--- config.mk ---
export PLATFORM = sky130hd
export DESIGN_NAME = tga_truecolor_stream_decoder
export DESIGN_NICKNAME = d
export VERILOG_FILES = /design/src/sv/tgad_pkg.sv /design/src/sv/tgad_out_buf.sv /design/src/sv/tga_truecolor_stream_decoder.sv
export SDC_FILE = /design/constraint.sdc
export NUM_CORES = 1
export LEC_CHECK = 0
export BUFFER_PORTS_ARGS = -buffer_cell sky130_fd_sc_hd__buf_2
export CORE_ASPECT_RATIO = 0.75
export CORE_MARGIN = 1
export CORE_UTILIZATION = 30
export CTS_BUF_LIST = sky130_fd_sc_hd__clkbuf_4
export CTS_CLUSTER_SIZE = 40
export DETAILED_ROUTE_END_ITERATION = 7
export SKIP_CTS_REPAIR_TIMING = 1
export SLEW_MARGIN = 30
export SYNTH_ARGS = -nofsm -noshare
export SYNTH_HDL_FRONTEND = slang
export SYNTH_SLANG_ARGS = --single-unit
--- constraint.sdc ---
create_clock -name clk -period 28.7 [get_ports clk]
set_input_delay 8.61 -clock clk [delete_from_list [all_inputs] [get_ports clk]]
set_output_delay 8.61 -clock clk [all_outputs]
set_load 0.005 [all_outputs]
--- src/sv/tgad_pkg.sv ---
`timescale 1ns / 1ps

package tgad_pkg;

  // decoder phase, one-hot
  typedef enum logic [2:0] {
    PH_HEADER = 3'b001,
    PH_SKIP   = 3'b010,
    PH_PIXELS = 3'b100
  } phase_t;

  // result kinds
  localparam logic [1:0] KIND_PIXEL   = 2'd0;
  localparam logic [1:0] KIND_HDR_OK  = 2'd1;
  localparam logic [1:0] KIND_HDR_BAD = 2'd2;

  // rejection codes
  localparam logic [1:0] ERR_NOT_TYPE2 = 2'd0;
  localparam logic [1:0] ERR_BAD_DEPTH = 2'd1;
  localparam logic [1:0] ERR_COLOR_MAP = 2'd2;

  // header byte offsets
  localparam logic [4:0] HDR_ID_LEN     = 5'd0;
  localparam logic [4:0] HDR_CMAP_TYPE  = 5'd1;
  localparam logic [4:0] HDR_IMG_TYPE   = 5'd2;
  localparam logic [4:0] HDR_WIDTH_LO   = 5'd12;
  localparam logic [4:0] HDR_WIDTH_HI   = 5'd13;
  localparam logic [4:0] HDR_HEIGHT_LO  = 5'd14;
  localparam logic [4:0] HDR_HEIGHT_HI  = 5'd15;
  localparam logic [4:0] HDR_DEPTH      = 5'd16;
  localparam logic [4:0] HDR_LAST       = 5'd17;

  localparam logic [7:0] IMG_TYPE_TRUECOLOR = 8'd2;
  localparam logic [7:0] DEPTH_16 = 8'd16;
  localparam logic [7:0] DEPTH_24 = 8'd24;
  localparam logic [7:0] DEPTH_32 = 8'd32;

  // bytes per pixel codes (depth / 8)
  localparam logic [4:0] BPP_2 = 5'd2;
  localparam logic [4:0] BPP_3 = 5'd3;

  typedef struct packed {
    logic [1:0]  kind;
    logic [1:0]  error_code;
    logic [7:0]  red;
    logic [7:0]  green;
    logic [7:0]  blue;
    logic [7:0]  alpha;
    logic [15:0] image_width;
    logic [15:0] image_height;
    logic [7:0]  pixel_depth;
    logic        has_alpha;
    logic        last;
  } res_t;

endpackage

--- src/sv/tgad_out_buf.sv ---
`timescale 1ns / 1ps

module tgad_out_buf (
  input  logic            clk,
  input  logic            rst_n,
  input  logic            wr_valid,
  output logic            wr_ready,
  input  tgad_pkg::res_t  wr_data,
  output logic            out_valid,
  input  logic            out_ready,
  output tgad_pkg::res_t  out_data
);

  logic           main_valid_r, main_valid_nxt;
  logic           skid_valid_r, skid_valid_nxt;
  tgad_pkg::res_t main_r, main_nxt;
  tgad_pkg::res_t skid_r, skid_nxt;
  logic           pop;

  assign wr_ready  = !skid_valid_r;
  assign out_valid = main_valid_r;
  assign out_data  = main_r;
  assign pop       = main_valid_r && out_ready;

  always_comb begin
    main_valid_nxt = main_valid_r;
    skid_valid_nxt = skid_valid_r;
    main_nxt       = main_r;
    skid_nxt       = skid_r;
    if (skid_valid_r) begin
      if (pop) begin
        main_nxt       = skid_r;
        skid_valid_nxt = 1'b0;
      end
    end else if (wr_valid) begin
      if (!main_valid_r || pop) begin
        main_nxt       = wr_data;
        main_valid_nxt = 1'b1;
      end else begin
        skid_nxt       = wr_data;
        skid_valid_nxt = 1'b1;
      end
    end else if (pop) begin
      main_valid_nxt = 1'b0;
    end
  end

  always_ff @(posedge clk) begin
    if (!rst_n) begin
      main_valid_r <= 1'b0;
      skid_valid_r <= 1'b0;
    end else begin
      main_valid_r <= main_valid_nxt;
      skid_valid_r <= skid_valid_nxt;
    end
  end

  always_ff @(posedge clk) begin
    main_r <= main_nxt;
    skid_r <= skid_nxt;
  end

endmodule

--- src/sv/tga_truecolor_stream_decoder.sv ---
`timescale 1ns / 1ps
// a byte that ends a header or pixel registers its item in the result or skid register
// throughput: one byte per cycle if in_ready; single decode step from state to result regs
// the two-entry result buffer keeps input flowing while one item waits on out_ready
// reset (rst_n low, synchronous): header phase, all counters and header fields cleared,
// result buffer empty

module tga_truecolor_stream_decoder (
  input  logic        clk,
  input  logic        rst_n,
  input  logic        in_valid,
  output logic        in_ready,
  input  logic [7:0]  in_data_byte,
  output logic        out_valid,
  input  logic        out_ready,
  output logic [1:0]  out_kind,
  output logic [1:0]  out_error_code,
  output logic [7:0]  out_red,
  output logic [7:0]  out_green,
  output logic [7:0]  out_blue,
  output logic [7:0]  out_alpha,
  output logic [15:0] out_image_width,
  output logic [15:0] out_image_height,
  output logic [7:0]  out_pixel_depth,
  output logic        out_has_alpha,
  output logic        out_last
);

  // decoder state
  tgad_pkg::phase_t phase_r, phase_nxt;
  logic [4:0]  hdr_cnt_r, hdr_cnt_nxt;
  logic [7:0]  id_len_r, id_len_nxt;
  logic [7:0]  cmap_type_r, cmap_type_nxt;
  logic [7:0]  img_type_r, img_type_nxt;
  logic [15:0] width_r, width_nxt;
  logic [15:0] height_r, height_nxt;
  logic [7:0]  depth_r, depth_nxt;
  logic [7:0]  skip_r, skip_nxt;
  logic [31:0] pix_rem_r, pix_rem_nxt;
  logic [1:0]  pix_idx_r, pix_idx_nxt;
  logic [7:0]  held0_r, held0_nxt;
  logic [7:0]  held1_r, held1_nxt;
  logic [7:0]  held2_r, held2_nxt;

  logic           in_acc;
  logic           res_valid;
  tgad_pkg::res_t res;
  tgad_pkg::res_t out_data;
  logic [4:0]     nbytes;
  logic           in_skip;
  logic           in_pixels;
  logic           depth_ok;

  assign in_acc    = in_valid && in_ready;
  assign nbytes    = depth_r[7:3];
  assign in_skip   = (phase_r == tgad_pkg::PH_SKIP);
  // a pixel phase with nothing left falls back to header decoding
  assign in_pixels = (phase_r == tgad_pkg::PH_PIXELS) && (pix_rem_r != 32'd0);
  assign depth_ok  = (depth_r == tgad_pkg::DEPTH_16) || (depth_r == tgad_pkg::DEPTH_24)
                  || (depth_r == tgad_pkg::DEPTH_32);

  always_comb begin
    phase_nxt     = phase_r;
    hdr_cnt_nxt   = hdr_cnt_r;
    id_len_nxt    = id_len_r;
    cmap_type_nxt = cmap_type_r;
    img_type_nxt  = img_type_r;
    width_nxt     = width_r;
    height_nxt    = height_r;
    depth_nxt     = depth_r;
    skip_nxt      = skip_r;
    pix_rem_nxt   = pix_rem_r;
    pix_idx_nxt   = pix_idx_r;
    held0_nxt     = held0_r;
    held1_nxt     = held1_r;
    held2_nxt     = held2_r;

    res_valid        = 1'b0;
    res              = '0;
    // header values go out on every item; none are written on the byte that ends a
    // header or a pixel, so the current registers are the right ones
    res.image_width  = width_r;
    res.image_height = height_r;
    res.pixel_depth  = depth_r;
    res.has_alpha    = (depth_r == tgad_pkg::DEPTH_16) || (depth_r == tgad_pkg::DEPTH_32);

    if (in_acc) begin
      if (in_skip) begin
        // drop id field bytes
        skip_nxt = skip_r - 8'd1;
        if (skip_nxt == 8'd0) begin
          phase_nxt = (pix_rem_r != 32'd0) ? tgad_pkg::PH_PIXELS : tgad_pkg::PH_HEADER;
        end
      end else if (in_pixels) begin
        if (({3'b000, pix_idx_r} + 5'd1) < nbytes) begin
          // gather bytes of the pixel, low byte first
          unique case (pix_idx_r)
            2'd0: held0_nxt = in_data_byte;
            2'd1: held1_nxt = in_data_byte;
            2'd2: held2_nxt = in_data_byte;
            2'd3: held2_nxt = held2_r;
          endcase
          pix_idx_nxt = pix_idx_r + 2'd1;
        end else begin
          res_valid = 1'b1;
          res.kind  = tgad_pkg::KIND_PIXEL;
          if (nbytes == tgad_pkg::BPP_2) begin
            // 1-5-5-5: attribute bit, red, green split over both bytes, blue
            res.red   = {in_data_byte[6:2], 3'b000};
            res.green = {in_data_byte[1:0], held0_r[7:5], 3'b000};
            res.blue  = {held0_r[4:0], 3'b000};
            res.alpha = {in_data_byte[7], 7'b0000000};
          end else if (nbytes == tgad_pkg::BPP_3) begin
            // b, g, r with no alpha in the file
            res.red   = in_data_byte;
            res.green = held1_r;
            res.blue  = held0_r;
            res.alpha = 8'd0;
          end else begin
            // b, g, r, a
            res.red   = held2_r;
            res.green = held1_r;
            res.blue  = held0_r;
            res.alpha = in_data_byte;
          end
          pix_idx_nxt = 2'd0;
          held0_nxt   = 8'd0;
          held1_nxt   = 8'd0;
          held2_nxt   = 8'd0;
          pix_rem_nxt = pix_rem_r - 32'd1;
          res.last    = (pix_rem_r == 32'd1);
          if (res.last) begin
            phase_nxt = tgad_pkg::PH_HEADER;
          end
        end
      end else begin
        // header byte; also folds an unused phase code back to header
        phase_nxt = tgad_pkg::PH_HEADER;
        unique case (hdr_cnt_r)
          tgad_pkg::HDR_ID_LEN:    id_len_nxt    = in_data_byte;
          tgad_pkg::HDR_CMAP_TYPE: cmap_type_nxt = in_data_byte;
          tgad_pkg::HDR_IMG_TYPE:  img_type_nxt  = in_data_byte;
          tgad_pkg::HDR_WIDTH_LO:  width_nxt     = {width_r[15:8], in_data_byte};
          tgad_pkg::HDR_WIDTH_HI:  width_nxt     = {in_data_byte, width_r[7:0]};
          tgad_pkg::HDR_HEIGHT_LO: height_nxt    = {height_r[15:8], in_data_byte};
          tgad_pkg::HDR_HEIGHT_HI: height_nxt    = {in_data_byte, height_r[7:0]};
          tgad_pkg::HDR_DEPTH:     depth_nxt     = in_data_byte;
          default:                 depth_nxt     = depth_r;
        endcase
        if (hdr_cnt_r != tgad_pkg::HDR_LAST) begin
          hdr_cnt_nxt = hdr_cnt_r + 5'd1;
        end else begin
          hdr_cnt_nxt = 5'd0;
          res_valid   = 1'b1;
          // checks in order of priority: image type, then depth, then colour map
          priority if (img_type_r != tgad_pkg::IMG_TYPE_TRUECOLOR) begin
            res.kind       = tgad_pkg::KIND_HDR_BAD;
            res.error_code = tgad_pkg::ERR_NOT_TYPE2;
            res.last       = 1'b1;
          end else if (!depth_ok) begin
            res.kind       = tgad_pkg::KIND_HDR_BAD;
            res.error_code = tgad_pkg::ERR_BAD_DEPTH;
            res.last       = 1'b1;
          end else if (cmap_type_r != 8'd0) begin
            res.kind       = tgad_pkg::KIND_HDR_BAD;
            res.error_code = tgad_pkg::ERR_COLOR_MAP;
            res.last       = 1'b1;
          end else begin
            res.kind    = tgad_pkg::KIND_HDR_OK;
            res.last    = (width_r == 16'd0) || (height_r == 16'd0);
            // 16x16 product lands straight in the pixel counter
            pix_rem_nxt = {16'd0, width_r} * {16'd0, height_r};
            pix_idx_nxt = 2'd0;
            held0_nxt   = 8'd0;
            held1_nxt   = 8'd0;
            held2_nxt   = 8'd0;
            skip_nxt    = id_len_r;
            if (id_len_r != 8'd0) begin
              phase_nxt = tgad_pkg::PH_SKIP;
            end else if (!res.last) begin
              phase_nxt = tgad_pkg::PH_PIXELS;
            end
          end
        end
      end
    end
  end

  always_ff @(posedge clk) begin
    if (!rst_n) begin
      phase_r     <= tgad_pkg::PH_HEADER;
      hdr_cnt_r   <= 5'd0;
      id_len_r    <= 8'd0;
      cmap_type_r <= 8'd0;
      img_type_r  <= 8'd0;
      width_r     <= 16'd0;
      height_r    <= 16'd0;
      depth_r     <= 8'd0;
      skip_r      <= 8'd0;
      pix_rem_r   <= 32'd0;
      pix_idx_r   <= 2'd0;
      held0_r     <= 8'd0;
      held1_r     <= 8'd0;
      held2_r     <= 8'd0;
    end else begin
      phase_r     <= phase_nxt;
      hdr_cnt_r   <= hdr_cnt_nxt;
      id_len_r    <= id_len_nxt;
      cmap_type_r <= cmap_type_nxt;
      img_type_r  <= img_type_nxt;
      width_r     <= width_nxt;
      height_r    <= height_nxt;
      depth_r     <= depth_nxt;
      skip_r      <= skip_nxt;
      pix_rem_r   <= pix_rem_nxt;
      pix_idx_r   <= pix_idx_nxt;
      held0_r     <= held0_nxt;
      held1_r     <= held1_nxt;
      held2_r     <= held2_nxt;
    end
  end

  // result register plus skid entry
  tgad_out_buf u_out_buf (
    .clk       (clk),
    .rst_n     (rst_n),
    .wr_valid  (in_acc && res_valid),
    .wr_ready  (in_ready),
    .wr_data   (res),
    .out_valid (out_valid),
    .out_ready (out_ready),
    .out_data  (out_data)
  );

  assign out_kind         = out_data.kind;
  assign out_error_code   = out_data.error_code;
  assign out_red          = out_data.red;
  assign out_green        = out_data.green;
  assign out_blue         = out_data.blue;
  assign out_alpha        = out_data.alpha;
  assign out_image_width  = out_data.image_width;
  assign out_image_height = out_data.image_height;
  assign out_pixel_depth  = out_data.pixel_depth;
  assign out_has_alpha    = out_data.has_alpha;
  assign out_last         = out_data.last;

  // header counter never runs past the last header byte
  a_hdr_cnt_range: assert property (@(posedge clk) disable iff (!rst_n)
    hdr_cnt_r <= tgad_pkg::HDR_LAST)
    else $error("header byte counter out of range");

  // pixel phase only follows a header with a supported depth, byte index below pixel size
  a_pixel_depth: assert property (@(posedge clk) disable iff (!rst_n)
    phase_r == tgad_pkg::PH_PIXELS |-> depth_ok && ({3'b000, pix_idx_r} < nbytes))
    else $error("pixel phase with bad depth or byte index");

  // a rejected header sends the decoder back to the start of a header
  a_reject_restart: assert property (@(posedge clk) disable iff (!rst_n)
    in_acc && res_valid && res.kind == tgad_pkg::KIND_HDR_BAD
      |=> phase_r == tgad_pkg::PH_HEADER && hdr_cnt_r == 5'd0)
    else $error("decoder did not restart after rejected header");

  // the last pixel of an image returns to header phase
  a_last_pixel: assert property (@(posedge clk) disable iff (!rst_n)
    in_acc && res_valid && res.kind == tgad_pkg::KIND_PIXEL && res.last
      |=> phase_r == tgad_pkg::PH_HEADER && pix_rem_r == 32'd0)
    else $error("decoder did not leave pixel phase after last pixel");

endmodule

== Yosys cells after proc, flatten, opt, wreduce, memory -nomap -nowiden ==
Cells that the tools add are included.

* Logic and storage cells: 216
* Memories kept: 0
* Bits in writable memories: 0
* Output and inout bits: 80
* Bits in registers: 296
* Input port bits: 12
* Bits in read-only memories: 0
* Bits in latches: 0

* Add/subtract/negate cells: 5
* Magnitude comparators: 1
* Equal/unequal tests: 35
* Reductions and logical operators: 43
* Divide/modulo/power cells: 0
* Bitwise operators: 8
* Multipliers: 1
* Shift-type cells: 0
* Multiplexer cells: 83

{| class="wikitable"
|+ Operator list
! operator !! count
|-
| 32-bit two-way mux || 10
|-
| 78-bit two-way mux || 4
|-
| 8-bit two-way mux || 19
|-
| 36-bit two-way mux || 2
|-
| 16-bit one-hot mux with 2 select lines || 2
|-
| 3-bit two-way mux || 12
|-
| 32-bit by 1-bit equality test with 1-bit output, second input constant || 1
|-
| 16-bit logical NOT || 2
|-
| 16-bit by 16-bit multiplier with 32-bit output || 1
|-
| 32-bit nonzero test || 1
|-
| 32-bit by 1-bit subtractor with 32-bit output, second input constant || 1
|-
| 7-bit AND reduction || 4
|-
| 5-bit by 4-bit equality test with 1-bit output, second input constant || 4
|-
| 1-bit two-way mux || 20
|-
| 2-bit two-way mux || 10
|-
| 2-bit inequality test, second input constant || 10
|-
| 4-bit AND reduction || 5
|-
| 5-bit AND reduction || 4
|-
| 8-bit by 5-bit equality test with 1-bit output, second input constant || 2
|-
| 8-bit nonzero test || 2
|-
| 5-bit by 2-bit equality test with 1-bit output, second input constant || 3
|-
| 4-bit two-way mux || 3
|-
| 3-bit by 2-bit inequality test with 1-bit output, second input constant || 4
|-
| 3-bit AND reduction || 4
|-
| 26 further kinds || 46
|}

== Logic depth before layout (Yosys ltp) ==
* Depth in word-level cells: 12
* Mapped depth: 24
* Depth with buffers taken out: 21

== Modules after synthesis ==
From an unflattened synthesis, not the netlist that was laid out.

* Cell total of the unflattened synthesis: 2,141
* Area total of the unflattened synthesis: 21,563.2 um2

{| class="wikitable"
|+ Modules (own cells, without submodules)
! module !! instances !! cells each !! area an instance (um2) !! sequential area each (um2)
|-
| tga_truecolor_stream_decoder || 1 || 1,884 || 15,795.1 || 2,762.6
|-
| tgad_out_buf || 1 || 257 || 5,768.0 || 4,724.5
|}

== Least setup slack after synthesis ==
Ideal clock, no wire load.

* Kind: input port to flip-flop
* From: in in_valid
* To: reg u_out_buf.skid_r[0] (netlist bit) (enable)
* Buffers on the path: 0
* Slack: 13.249 ns
* Data required time: 28.072 ns
* Stages on the path: 4
* Library setup time: 0.628 ns
* Data arrival time: 14.823 ns
* Cells stage by stage: nand2_1 -> nor2_1 -> nand2_1 -> nor3b_1

* Word-level cells in the longest chain between the ends: 4

{| class="wikitable"
|+ Ends and longest elaborated chain
! what !! line !! source
|-
| start, declared || tga_truecolor_stream_decoder.sv:11 || <nowiki>input logic in_valid,</nowiki>
|-
| 1-bit logical AND (*) || tga_truecolor_stream_decoder.sv:54 || <nowiki>assign in_acc = in_valid && in_ready;</nowiki>
|-
| 1-bit two-way mux || tga_truecolor_stream_decoder.sv:87 || <nowiki>if (in_acc) begin</nowiki>
|-
| 1-bit logical AND (*) || tga_truecolor_stream_decoder.sv:227 || <nowiki>.wr_valid (in_acc && res_valid),</nowiki>
|-
| 3-bit AND reduction (no source line) (*) || - ||
|-
| end signal, assigned || tgad_out_buf.sv:60 || <nowiki>skid_r <= skid_nxt;</nowiki>
|-
| end, declared || tgad_out_buf.sv:17 || <nowiki>tgad_pkg::res_t skid_r, skid_nxt;</nowiki>
|}

Every way passes the cells marked *; elsewhere a longest branch is shown, timed or not.
A chain may end at the register's enable or synchronous reset.

== Worst setup path after layout ==
* From: in in_valid
* To: reg held1_r[1]

* Word-level cells in the longest chain between the ends: 2

{| class="wikitable"
|+ Ends and longest elaborated chain
! what !! line !! source
|-
| 1-bit logical AND || tga_truecolor_stream_decoder.sv:54 ||
|-
| 7-bit AND reduction (no source line) || - ||
|-
| end signal, assigned || tga_truecolor_stream_decoder.sv:218 || <nowiki>held1_r <= held1_nxt;</nowiki>
|-
| end, declared || tga_truecolor_stream_decoder.sv:42 || <nowiki>logic [7:0] held1_r, held1_nxt;</nowiki>
|}

Every way passes these cells.

==> summary.md <==
| Metric | Value |
|---|---|
| Nets@finish | `about 2600` |
| Post-synth top area cell | `edfxtp_1` |
| Rel. slew slack | `31.1%` |
| Placed Area | `22600 um^2` |
| Global route total overflow | `0` |
| Die Height | `around 230 um` |
| RSZ-0062 raised after global routing | `no` |
| WS Path Type | `primary input to register` |
| Die Span X | `310 um` |
| Count of port buffers added during placement | `91` |
| Hold Path Sink | `img_type_r[1]` |
| ANT cells | `0` |
| YS warnings | `0` |
| LEAKAGE | `10.1 nW` |
| First-pass GRT wire length | `89.7 mm` |
| WL/cell | `~18 um` |
| Placer Congestion | `slightly below 0.9` |
| RR Endpoint | `pix_rem_r[28]` |
| Setup violations, final | `0` |
| Vias per std cell | `about 5.0` |
| Die area | `around 70000 um^2` |
| Tmin final | `10340 ps` |
| PnR worst setup slack | `around 18000 ps` |
| Critical-path maximum fanout | `12` |
| Initial Util | `between 30 and 40%` |
| Crit-path cells | `buf_2 -> nor2b_1 -> nand2_1 -> a21oi_1 -> o21a_1 -> mux2i_1 -> nor2_1` |
| Pre-CTS WS | `17650 ps` |
| Largest net degree at the start of global routing | `95` |
| Pwr/cell area | `~35 nW/um^2` |
| Clock Skews | `approximately 49 ps` |
| Top post-synthesis cells by count | `261 x nand2_1, 244 x inv_1, 194 x fa_1` |
| Max-slew violations | `0` |
| Register area share after synthesis | `a little over a third` |
| Slowest cell on the critical path | `a21oi_1` |
| Tcrit/Tclk final | `36.0%` |
| Final HPWL DP | `a little over 40 mm` |
| Most common cell in the netlist | `nand2_1` |
| CP arrival | `around 11000 ps` |
| Initial antenna violation count | `2` |
| Req. time, crit path | `roughly 30000 ps` |
| Clk sink count | `approximately 300` |
| Count of cell types in the netlist | `71` |
| Worst reg2reg startpoint | `width_r[10]` |
| Synth async-reset ratio | `0%` |
| Hold Path Depth | `2` |
| Cell count after synthesis | `2181` |
| Synthesized area | `21300 um^2` |
| Synthesized area per cell | `~9.8 um^2` |
| Share of the synthesized area in the top cell type | `22.0%` |
| Commonest register cell after synthesis | `edfxtp_1` |
| Status | `finished, final reports clean` |
| Layout area overhead | `10.4%` |
| Global router's overall resource usage | `between 15 and 20%` |
| Synthesis-stage register bit count | `approximately 300` |
| CTS Buf Count | `69` |
| Layout cells sized above 1 | `13.0%` |
| Cells taking the most area after synthesis | `edfxtp_1 22%, fa_1 18%, dfxtp_1 13%, ha_1 7.0%, nand2_1 4.6%` |
| Final WL | `between 50 and 60 mm` |
| Startpoint Class | `primary input` |
| Endpoints failing hold | `0` |
| Starting DRT DRC Count | `1676` |
| Routed Antenna Nets | `0` |
| # H-tree levels | `3` |
| Worst-margin pin slew | `between 1000 and 1500 ps` |
| Crit. End Element | `register` |
| Min-Delay Path Class | `register to register` |
| Reg2Reg Depth | `19` |
| CTS Buffer Depth | `3` |
| # rows | `84` |
| DRC | `0` |
| Max Freq | `96.7 MHz` |
| Clock Latency Late Sink | `roughly 750 ps` |
| Setup TNS | `0 ps` |
| CTS tree | `yes` |
| Max incr delay on CP | `between 700 and 800 ps` |
| Post-synth EDFFs | `156` |
| Core area | `~70000 um^2` |
| Final total power | `0.000824 W` |
| Worst Hold Launch | `img_type_r[1]` |
| Clk slew on worst S/H paths | `around 70 ps` |
| DR vias | `between 15000 and 20000` |
| Clock root cell | `clkbuf_4` |
| Flop2flop setup slack | `21740 ps` |
| Layout Utilization | `approximately a third` |
| Vias in the first global route | `approximately 16000` |
| Syn nets | `~2500` |
| DR pass1 iterations | `6` |
| Io pins | `92` |
| Max VDD drop | `around 34 uV` |
| Post-route cell area | `between 20000 and 25000 um^2` |
| Worst Setup SP | `in_valid` |
| Max-cap violations | `0` |
## layout by cell type, fill, tap and decap left out, drive strengths merged, types with 26 or more instances in the layout
| master | netlist | routed |
|---|---|---|
| and2 | 141 | 141 |
| a21oi | 117 | 117 |
| fa | 194 | 194 |
| nand2 | 261 | 261 |
| o21ai | 54 | 54 |
| inv | 245 | 247 |
| nor3 | 26 | 26 |
| clkbuf | 114 | 102 |
| nor2 | 157 | 157 |
| ha | 119 | 119 |
| mux2 | 38 | 38 |
| buf | 23 | 116 |
| nand3 | 47 | 47 |
| dfxtp | 140 | 140 |
| a21o | 52 | 52 |
| edfxtp | 156 | 156 |
| mux2i | 74 | 74 |
## kinds of logic (layout without fill, tap and decap cells)
logic type                 after synthesis  after routing  share of synthesized area [%]
DFF                                    296            296                           35.1
xor gates and xnor gates                27             27                           1.11
buffers and inverters                  383            480                           6.95
adders and majority gates              313            313                           25.2
muxes                                  112            112                           5.48
AOI/OAI and AO/OA                      337            337                           10.1
and+or+nand+nor                        713            713                           16.0
## worst max-delay path, delay by kind of cell
family | cells | cell delay [ps]
buf+inv | 1 | 90
compound gates | 2 | 1270
mux | 1 | 240
simple gates | 3 | 700
## through the flow
step | hold WS, ps | instances
after CTS | 464 | 3224
after detailed placement | 453 | 3106
after global placement | 442 | 3106
final | 463 | 3224
after global routing | 483 | 3224
after floorplan | 406 | 2181
## state kept, by name, summed over array words and instances (netlist names)
signal	cells
skip_r	8
phase_r	3
width_r	16
u_out_buf.skid_r	78
u_out_buf.skid_valid_r	1
u_out_buf.out_data	78
depth_r	8
held1_r	8
id_len_r	8
hdr_cnt_r	5
img_type_r	8
held2_r	8
u_out_buf.out_valid	1
pix_idx_r	2
cmap_type_r	8
height_r	16
pix_rem_r	32
held0_r	8
## where the power goes
group | leakage [nW] | internal (W) | total (W) | switching, W
sequential | 2.50 | 0.000442 | 0.000444 | 0.00000147
clock | 0.544 | 0.000190 | 0.000361 | 0.000172
combinational | 7.03 | 0.00000442 | 0.0000189 | 0.0000145
## layer usage
layer  track usage, %  wire [um]  vias to the layer above
met5                0         23                        -
met4             3.22        748                        4
met3             4.11       4750                       82
met2             22.1      23500                      614
met1             24.2      27900                     8005
li1                 -          -                     7408
## cell type report
cell class / count / area [um^2]
timing repair buffer: 116 / 647
fill: 7223 / 46700
clock inverter: 16 / 143
multi-input combinational: 1502 / 12400
clock buffer: 102 / 766
tap: 946 / 1180
inverter: 246 / 925
sequential: 296 / 7500
## how the worst max path moves through the flow
stage | endpoint | slack (ps)
floorplan | u_out_buf.skid_r[0] | 13250
global placement | u_out_buf.out_data[20] | 17770
detailed placement | u_out_buf.out_data[22] | 17650
CTS | u_out_buf.out_data[22] | 18440
global route | u_out_buf.out_data[34] | 18200
finish | held1_r[1] | 18360
Power figures use the tool's default switching activity.
